==> config.mk <==
export PLATFORM = sky130hd
export DESIGN_NAME = nis_cell
export DESIGN_NICKNAME = d
export VERILOG_FILES = /design/src/hdl/nis_pkg.sv /design/src/hdl/nis_cell.sv
export SDC_FILE = /design/constraint.sdc
export NUM_CORES = 1
export LEC_CHECK = 0
export BUFFER_PORTS_ARGS = -buffer_cell sky130_fd_sc_hd__buf_4
export CORE_MARGIN = 8
export CORE_UTILIZATION = 40
export DETAILED_ROUTE_END_ITERATION = 6
export PLACE_DENSITY = 0.72
export SLEW_MARGIN = 20
export SYNTH_ARGS = -nofsm -noshare
export SYNTH_HDL_FRONTEND = slang
export SYNTH_SLANG_ARGS = --single-unit
==> constraint.sdc <==
create_clock -name clk -period 3.7 [get_ports clk]
set_input_delay 0.37 -clock clk [delete_from_list [all_inputs] [get_ports clk]]
set_output_delay 0.37 -clock clk [all_outputs]
set_load 0.05 [all_outputs]
==> src/hdl/nis_pkg.sv <==
package nis_pkg;

  // capacity and value width
  localparam int MAX_INTERVALS = 32;
  localparam int VALUE_WIDTH   = 32;
  localparam int VAL_W         = (VALUE_WIDTH < 32) ? VALUE_WIDTH : 32;

  // index, count and result position widths
  localparam int IDX_W = (MAX_INTERVALS > 1) ? $clog2(MAX_INTERVALS) : 1;
  localparam int CNT_W = $clog2(MAX_INTERVALS + 1);
  localparam int POS_W = 6;
  localparam int FLD_W = 32;

  // input transaction
  typedef struct packed {
    logic signed [FLD_W-1:0] interval_start;
    logic signed [FLD_W-1:0] interval_end;
    logic                    last_interval;
  } in_t;

  // result transaction
  typedef struct packed {
    logic [POS_W-1:0] query_position;
    logic [POS_W-1:0] next_position;
    logic             found;
    logic             overflow;
    logic             last_result;
  } out_t;

  // query token that walks down the cell chain
  typedef struct packed {
    logic                    valid;
    logic [IDX_W-1:0]        qpos;
    logic signed [VAL_W-1:0] qend;
    logic                    have;
    logic [IDX_W-1:0]        best;
    logic signed [VAL_W-1:0] best_start;
    logic                    last;
  } tok_t;

  // control shared by all cells
  typedef struct packed {
    logic             load;
    logic             shift;
    logic             adv;
    logic [CNT_W-1:0] cnt;
  } cell_ctl_t;

endpackage

==> src/hdl/nis_cell.sv <==
module nis_cell
  import nis_pkg::*;
(
  input  logic                    clk,
  input  logic                    rst_n,
  input  logic [IDX_W-1:0]        idx,
  input  cell_ctl_t               ctl,
  input  logic signed [VAL_W-1:0] ld_start,
  input  logic signed [VAL_W-1:0] ld_end,
  input  logic signed [VAL_W-1:0] end_in,
  output logic signed [VAL_W-1:0] end_out,
  input  tok_t                    tok_in,
  output tok_t                    tok_out
);

  logic signed [VAL_W-1:0] start_r;
  logic signed [VAL_W-1:0] end_r;
  tok_t                    tok_r;
  tok_t                    tok_nxt;
  logic                    sel;
  logic                    active;
  logic                    better;

  assign sel    = ctl.load && (ctl.cnt == CNT_W'(idx));
  assign active = CNT_W'(idx) < ctl.cnt;

  // stored start stays put, stored end shifts toward cell zero on injection
  always_ff @(posedge clk) begin
    if (sel) begin
      start_r <= ld_start;
    end
    if (sel) begin
      end_r <= ld_end;
    end else if (ctl.shift) begin
      end_r <= end_in;
    end
  end

  assign end_out = end_r;

  // compare this cell's start against the passing query
  assign better = active && (start_r >= tok_in.qend) &&
                  (!tok_in.have || (start_r < tok_in.best_start));

  always_comb begin
    tok_nxt = tok_in;
    if (better) begin
      tok_nxt.have       = 1'b1;
      tok_nxt.best       = idx;
      tok_nxt.best_start = start_r;
    end
  end

  // token stage register, only the valid bit is reset
  always_ff @(posedge clk) begin
    if (!rst_n) begin
      tok_r.valid <= 1'b0;
    end else if (ctl.adv) begin
      tok_r.valid <= tok_nxt.valid;
    end
    if (ctl.adv) begin
      tok_r.qpos       <= tok_nxt.qpos;
      tok_r.qend       <= tok_nxt.qend;
      tok_r.have       <= tok_nxt.have;
      tok_r.best       <= tok_nxt.best;
      tok_r.best_start <= tok_nxt.best_start;
      tok_r.last       <= tok_nxt.last;
    end
  end

  assign tok_out = tok_r;

endmodule

==> impl_metrics.yaml, run 1 <==
status:
  status: "completed"
final_layout:
  drive_above_1_share_pct: 51.1
  multiInputGateArea_sq_mm: 0.00242
  areaGrowthSynthToFinish_pct: 43.7
  fill_cells: 1399
  num-nets-final: 1035
  layout.area.seq_sq_mm: 0.00422
clocking:
  cts_max_level: 4
  numCtsBuffers: 17
  path_clk_slew_ns: 0.06
  cts_tree: "built"
  cts-resized-gates: 0
  cts_buffer_depth: 2
  cts_hold_buffers: 0
  insertion_delay_ns: 0.42
  clock_sinks: 141
  post_cts_buffers: 0
  clock-root-buffer: "clkbuf_16"
setup_path:
  r2r_end: "tok_out[4]$_DFFE_PP_"
  r2r_start: "start_r[17]$_DFFE_PP_"
  r2r_cells: 9
  cp-start-kind: "register"
  cpMaxStageDelayCell: "edfxtp_1"
  cp_max_fo: 29
  crit_buf_inv: 1
  max_stage_delay_ns: 0.42
  path_class: "register to register"
  crit_required_ns: 3.86
  cp-endpoint: "tok_out[4]$_DFFE_PP_"
  cp.depth: 9
  crit_family: "compound AO/OA/AOI/OAI gates"
  startpoint: "start_r[17]$_DFFE_PP_"
  arrival_ns: 3.26
  crit_chain: "ha_1 -> a21o_1 -> a221o_1 -> a221oi_2 -> o221ai_1 -> a32o_2 -> a21oi_4 -> buf_12 -> mux2_2"
  r2r_setup_slack_ns: 0.61
  critPathCaptureType: "register"
floorplan:
  die_h_microns: 148
  die_area_sq_mm: 0.0219
  core_area_sq_mm: 0.0172
  die_width_microns: 148
  std_cell_rows: 48
  initial_utilization_pct: 40.6
  ios: 298
pwr:
  cellPowerDensity_mw_per_mm2: 448
  leakage_nw: 4.58
  p_sw_share_pct: 27.9
  p_switching_w: 0.00126
  ir_drop_uv: 301
  p_clk_share_pct: 36.3
  p_int_w: 0.00324
  combPwrFrac_pct: 21.1
  pwr-share-seq_pct: 42.6
yosys:
  synth_most_common_cell: "edfxtp_1"
  ys_top_cells_by_area: "edfxtp_1 60%, ha_1 12%, mux2_4 6.5%"
  synth_top_area_share_pct: 60.3
  ys_seq_area_share_pct: 60.5
  synth-edff-count: 140
  syn_area_per_cell_sq_um: 15.0
  synth_area_sq_mm: 0.00698
  synth_cells: 464
  yosys-top-cells-count: "140 x edfxtp_1, 72 x inv_1, 68 x ha_1"
  synth-seq-cells: 141
  yosysWarnings: 0
  synthFlopType: "edfxtp_1"
  ys_types: 44
  synthesis.nets: 721
  async_flop_share_pct: 0
  synth_top_area_cell: "edfxtp_1"
detailed_routing:
  drc: 0
  dr.pass1.iters: 4
  num_vias: 4915
  routedWlPerCell_microns: 19.8
  drt_iter0_markers: 190
  routed_wl_microns: 20100
  final_antenna_net_count: 0
  vias_per_cell: 4.84
timing:
  rsz0062_at_grt: "false"
  fmax_mhz: 323
  setup_viol: 0
  slew-limit-headroom_pct: 32.4
  tightestPinTransition_ns: 1.01
  hold_viol_final: 0
  fin_skew_ns: 0.0101
  drv_slew: 0
  tns_ns: 0
  period_needed_ns: 3.09
  setup_ws_ns: 0.607
  post-route-period-util_pct: 83.6
  fin_hold_ws_ns: 0.125
global_routing:
  grt-ovfl-total: 0
  first_global_vias: 5744
  antenna_found_initial: 1
  grt_pass1_wl_microns: 30700
  grt_use_total_pct: 18.4
  grt_max_degree: 78
placed_design:
  dp_slack_ns: 0.478
  gp_congestion: 0.793
  hpwl_microns: 16300
  port_buffers: 297
hold_path:
  min_from: "ld_start[2]"
  hold_class: "input pin to register"
job:
  max_cap_viol_count: 0
## logic make-up after synthesis
| kind of cell | Yosys count | share of synthesized area [%] |
|---|---|---|
| DFF | 141 | 60.5 |
| buffers and inverters | 78 | 4.90 |
| muxes | 70 | 12.9 |
| adders and majority gates | 68 | 12.2 |
| AOI/OAI and AO/OA | 56 | 5.54 |
| and+or+nand+nor | 51 | 3.93 |
## state kept, by name (all words and copies together), names as in the netlist
name     count
end_out     32
tok_out     77
start_r     32
## layout make-up
class,instances,area share (%)
Antenna cell,1,0.0250
Clock buffer,18,4.28
Clock inverter,13,1.25
Inverter,72,2.70
Multi-Input combinational cell,245,24.1
Sequential cell,141,42.1
Tap cell,225,2.81
Timing Repair Buffer,301,22.7
## per-stage QoR
step           utilization (%)  power (W)  instance area, sq um  cells
2_1_floorplan                -    0.00251                  6980    464
3_3_place_gp              55.1    0.00289                  9470    984
3_5_place_dp              55.1    0.00290                  9470    984
4_1_cts                   58.3    0.00454                 10000   1015
5_1_grt                   58.4    0.00465                 10000   1016
6_report                  58.4    0.00449                 10000   1016
## power by group through the flow
stage / Combinational, W / Clock [W] / Sequential, W
floorplan: 0.000219 / 0 / 0.00229
global placement: 0.000941 / 0 / 0.00195
detailed placement: 0.000956 / 0 / 0.00195
CTS: 0.000959 / 0.00166 / 0.00192
global route: 0.00100 / 0.00172 / 0.00192
finish: 0.000948 / 0.00163 / 0.00191
## worst min-delay path by stage
stage / slack (ns) / end / cells after the start
global placement: 0.50 / tok_out[76]$_SDFFE_PN0P_ / 2
global route: 0.10 / start_r[8]$_DFFE_PP_ / 1
detailed placement: 0.51 / tok_out[76]$_SDFFE_PN0P_ / 2
floorplan: 0.47 / start_r[0]$_DFFE_PP_ / 0
CTS: 0.11 / start_r[2]$_DFFE_PP_ / 1
finish: 0.12 / start_r[2]$_DFFE_PP_ / 1
## cell usage in the layout, fill, tap and decap left out, drive strengths merged, types with 3 or more instances in the layout
master  count
a211oi      3
nand2      14
inv        73
edfxtp    140
nand3       3
o21ai       9
nand4       8
and4        3
nor2        8
a21oi      21
buf       301
ha         68
clkbuf     18
nor2b       4
clkinv      9
mux2       69
a21o        8
## layer usage
layer	share of wire, %	GRT usage, %	vias up	routed length (microns)
met5	0	0	-	0
met4	2.2	6.63	0	441
met3	9.9	8.17	29	2000
met2	52	33.3	233	10500
met1	36	18.4	2291	7210
li1	-	-	2362	-
Power figures use the tool's default switching activity.
==> run 2: changes to the inputs <==
ABC_AREA = 1   (was unset)
PLACE_DENSITY = 0.74   (was 0.72)
clock period = 2.61 ns   (was 3.7 ns; I/O delays follow)
==> run 2 against run 1 <==
Against the previous run: via count increased by 16%; worst setup slack worse by 0.46 ns; maximum frequency grew 26%; sequential share of layout area decreased by 1.1 points; wire length up 4.9%; synthesized cell count up 44%.
==> impl_metrics.yaml, run 2 <==
setup_path:
  cp-start-kind: "register"
  crit_required_ns: 2.78
  arrival_ns: 2.63
  cp_max_fo: 27
  path_class: "register to register"
  critPathCaptureType: "register"
final_layout:
  layout_common_cells: "306 x buf_4, 236 x nand2_1, 140 x edfxtp_1"
  final_common_cell: "buf_4"
  largest_reg_flops: 77
  num-nets-final: 1243
  layout.area.seq_sq_mm: 0.00422
  n_antenna_cell: 0
  multiInputGateArea_sq_mm: 0.00246
  drive_above_1_share_pct: 35.8
  fill_cells: 1472
  areaGrowthSynthToFinish_pct: 45.1
job:
  max_cap_viol_count: 0
placed_design:
  gp_congestion: 0.793
  hpwl_microns: 16600
  port_buffers: 297
timing:
  fmax_mhz: 406
  drv_slew: 0
  post-route-period-util_pct: 94.3
  tightestPinTransition_ns: 0.785
  hold_viol_final: 0
  fin_skew_ns: 0.00883
  period_needed_ns: 2.46
  fin_hold_ws_ns: 0.0209
  rsz0062_at_grt: "true"
  setup_viol: 0
  slew-limit-headroom_pct: 47.7
floorplan:
  initial_utilization_pct: 41.0
  core_area_sq_mm: 0.0173
  std_cell_rows: 48
  die_area_sq_mm: 0.0223
  ios: 298
  die_h_microns: 149
  die_width_microns: 149
detailed_routing:
  drc: 0
  final_antenna_net_count: 0
  routed_wl_microns: 21100
  dr.pass1.iters: 4
  vias_per_cell: 4.67
  num_vias: 5716
  routedWlPerCell_microns: 17.3
  drt_iter0_markers: 272
yosys:
  synth_top_area_cell: "edfxtp_1"
  synth_top_area_share_pct: 59.2
  synth-seq-cells: 141
  synthesis.nets: 926
  ys_top_cells_by_area: "edfxtp_1 59%, nand2_1 12%, ha_1 12%"
  ys_types: 31
  yosys-top-cells-count: "236 x nand2_1, 140 x edfxtp_1, 87 x inv_1"
  ys_seq_area_share_pct: 59.5
  synthFlopType: "edfxtp_1"
  synth_cells: 669
  async_flop_share_pct: 0
  yosysWarnings: 0
  synth_area_sq_mm: 0.00710
  syn_area_per_cell_sq_um: 10.6
  synth_most_common_cell: "nand2_1"
  synth-edff-count: 140
global_routing:
  antenna_found_initial: 0
  grt_max_degree: 65
  top_usage_layer: "met2"
  use_met1_pct: 19.3
  grt_use_total_pct: 18.5
  grtUsageMet2_pct: 33.1
  groute.layer.met3.usage_pct: 7.89
  grt-ovfl-total: 0
  grt_pass1_wl_microns: 31300
  first_global_vias: 6002
pwr:
  p_int_w: 0.00470
  p_sw_share_pct: 29.0
  p_clk_share_pct: 37.3
  combPwrFrac_pct: 21.6
  pwr-share-seq_pct: 41.1
  leakage_nw: 5.06
  cellPowerDensity_mw_per_mm2: 644
  p_switching_w: 0.00192
  power_w: 0.00663
  ir_drop_uv: 447
clocking:
  cts_max_level: 4
  clock-root-buffer: "clkbuf_16"
  cts_tree: "built"
  cts_buffer_depth: 2
  path_clk_slew_ns: 0.06
  numCtsBuffers: 17
  insertion_delay_ns: 0.41
  clock_sinks: 141
hold_path:
  hold_class: "input pin to register"
status:
  status: "completed"
[run 2: cell types whose count changed after synthesis, moves of 6 or more]
cell	change
a21oi_1	+11
nand3_2	+6
nand3_1	+35
nor2_1	+7
a21o_1	-6
mux2_2	-39
inv_1	+15
mux2_4	-30
nand2_1	+222
[run 2: what timing repair did]
action                                  4_1_cts  5_1_grt
endpoints found under the hold margin         0        4
gates resized for setup                       0       13
buffers inserted                              0        4
endpoints found under the setup margin        0       37
hold buffers                                  0        4
[run 2: stage by stage]
stage	std cells	setup slack [ns]	setup TNS (ns)	instance area [sq um]	utilization (%)
detailed placement	1183	0.0456	0	9540	55.2
global route	1224	-0.00461	-0.00573	10300	59.5
CTS	1215	0.0360	0	10100	58.6
finish	1224	0.149	0	10300	59.5
global placement	1183	0.116	0	9540	55.2
floorplan	669	0.143	0	7100	-
[run 2: area by class of cell]
type                            instances  share of cell area (%)
Multi-Input combinational cell        423                    23.9
Tap cell                              225                    2.73
Clock inverter                         12                    1.57
Inverter                               89                    3.27
Sequential cell                       141                    41.0
Clock buffer                           20                    4.24
Timing Repair Buffer                  314                    23.3
[run 2: cell families (layout without fill, tap and decap cells)]
logic type / count (synthesis) / in the layout / synth area share (%)
AOI/OAI and AO/OA: 45 / 45 / 3.47
and+or+nand+nor: 309 / 310 / 18.3
buffers and inverters: 106 / 435 / 6.75
DFF: 141 / 141 / 59.5
adders and majority gates: 68 / 68 / 12.0
[run 2: final timing paths]
check / end / start / slack, ns / cells after the start
hold / removal: start_r[1]$_DFFE_PP_ / ld_start[1] / 0.02 / 1
setup reg to reg: tok_out[33]$_DFFE_PP_ / start_r[31]$_DFFE_PP_ / 0.15 / 11
hold reg to reg: tok_out[76]$_SDFFE_PN0P_ / tok_out[76]$_SDFFE_PN0P_ / 0.55 / 2
setup / recovery: tok_out[33]$_DFFE_PP_ / start_r[31]$_DFFE_PP_ / 0.15 / 11
[run 2: power groups by stage]
stage                     sequential [W]  clock, W  combinational (W)
after detailed placement         0.00278         0            0.00141
after global routing             0.00274   0.00261            0.00153
final                            0.00273   0.00247            0.00143
after global placement           0.00277         0            0.00139
after CTS                        0.00273   0.00251            0.00141
after floorplan                  0.00329         0           0.000315
[run 2: worst max-delay path, cell delays in order (launching register included)]
cell	delay [ns]
edfxtp_1	0.45
ha_1	0.37
nand2_1	0.13
nor4_4	0.30
inv_1	0.06
nor2_1	0.09
nand2_1	0.07
nand3_1	0.13
nand3_4	0.17
buf_8	0.23
nand3_1	0.13
nand2_1	0.07
[run 2: per-layer routing]
layer / wire [microns] / vias up
li1: - / 2880
met2: 10900 / 249
met1: 7760 / 2571
met5: 0 / -
met4: 242 / 0
met3: 2230 / 16
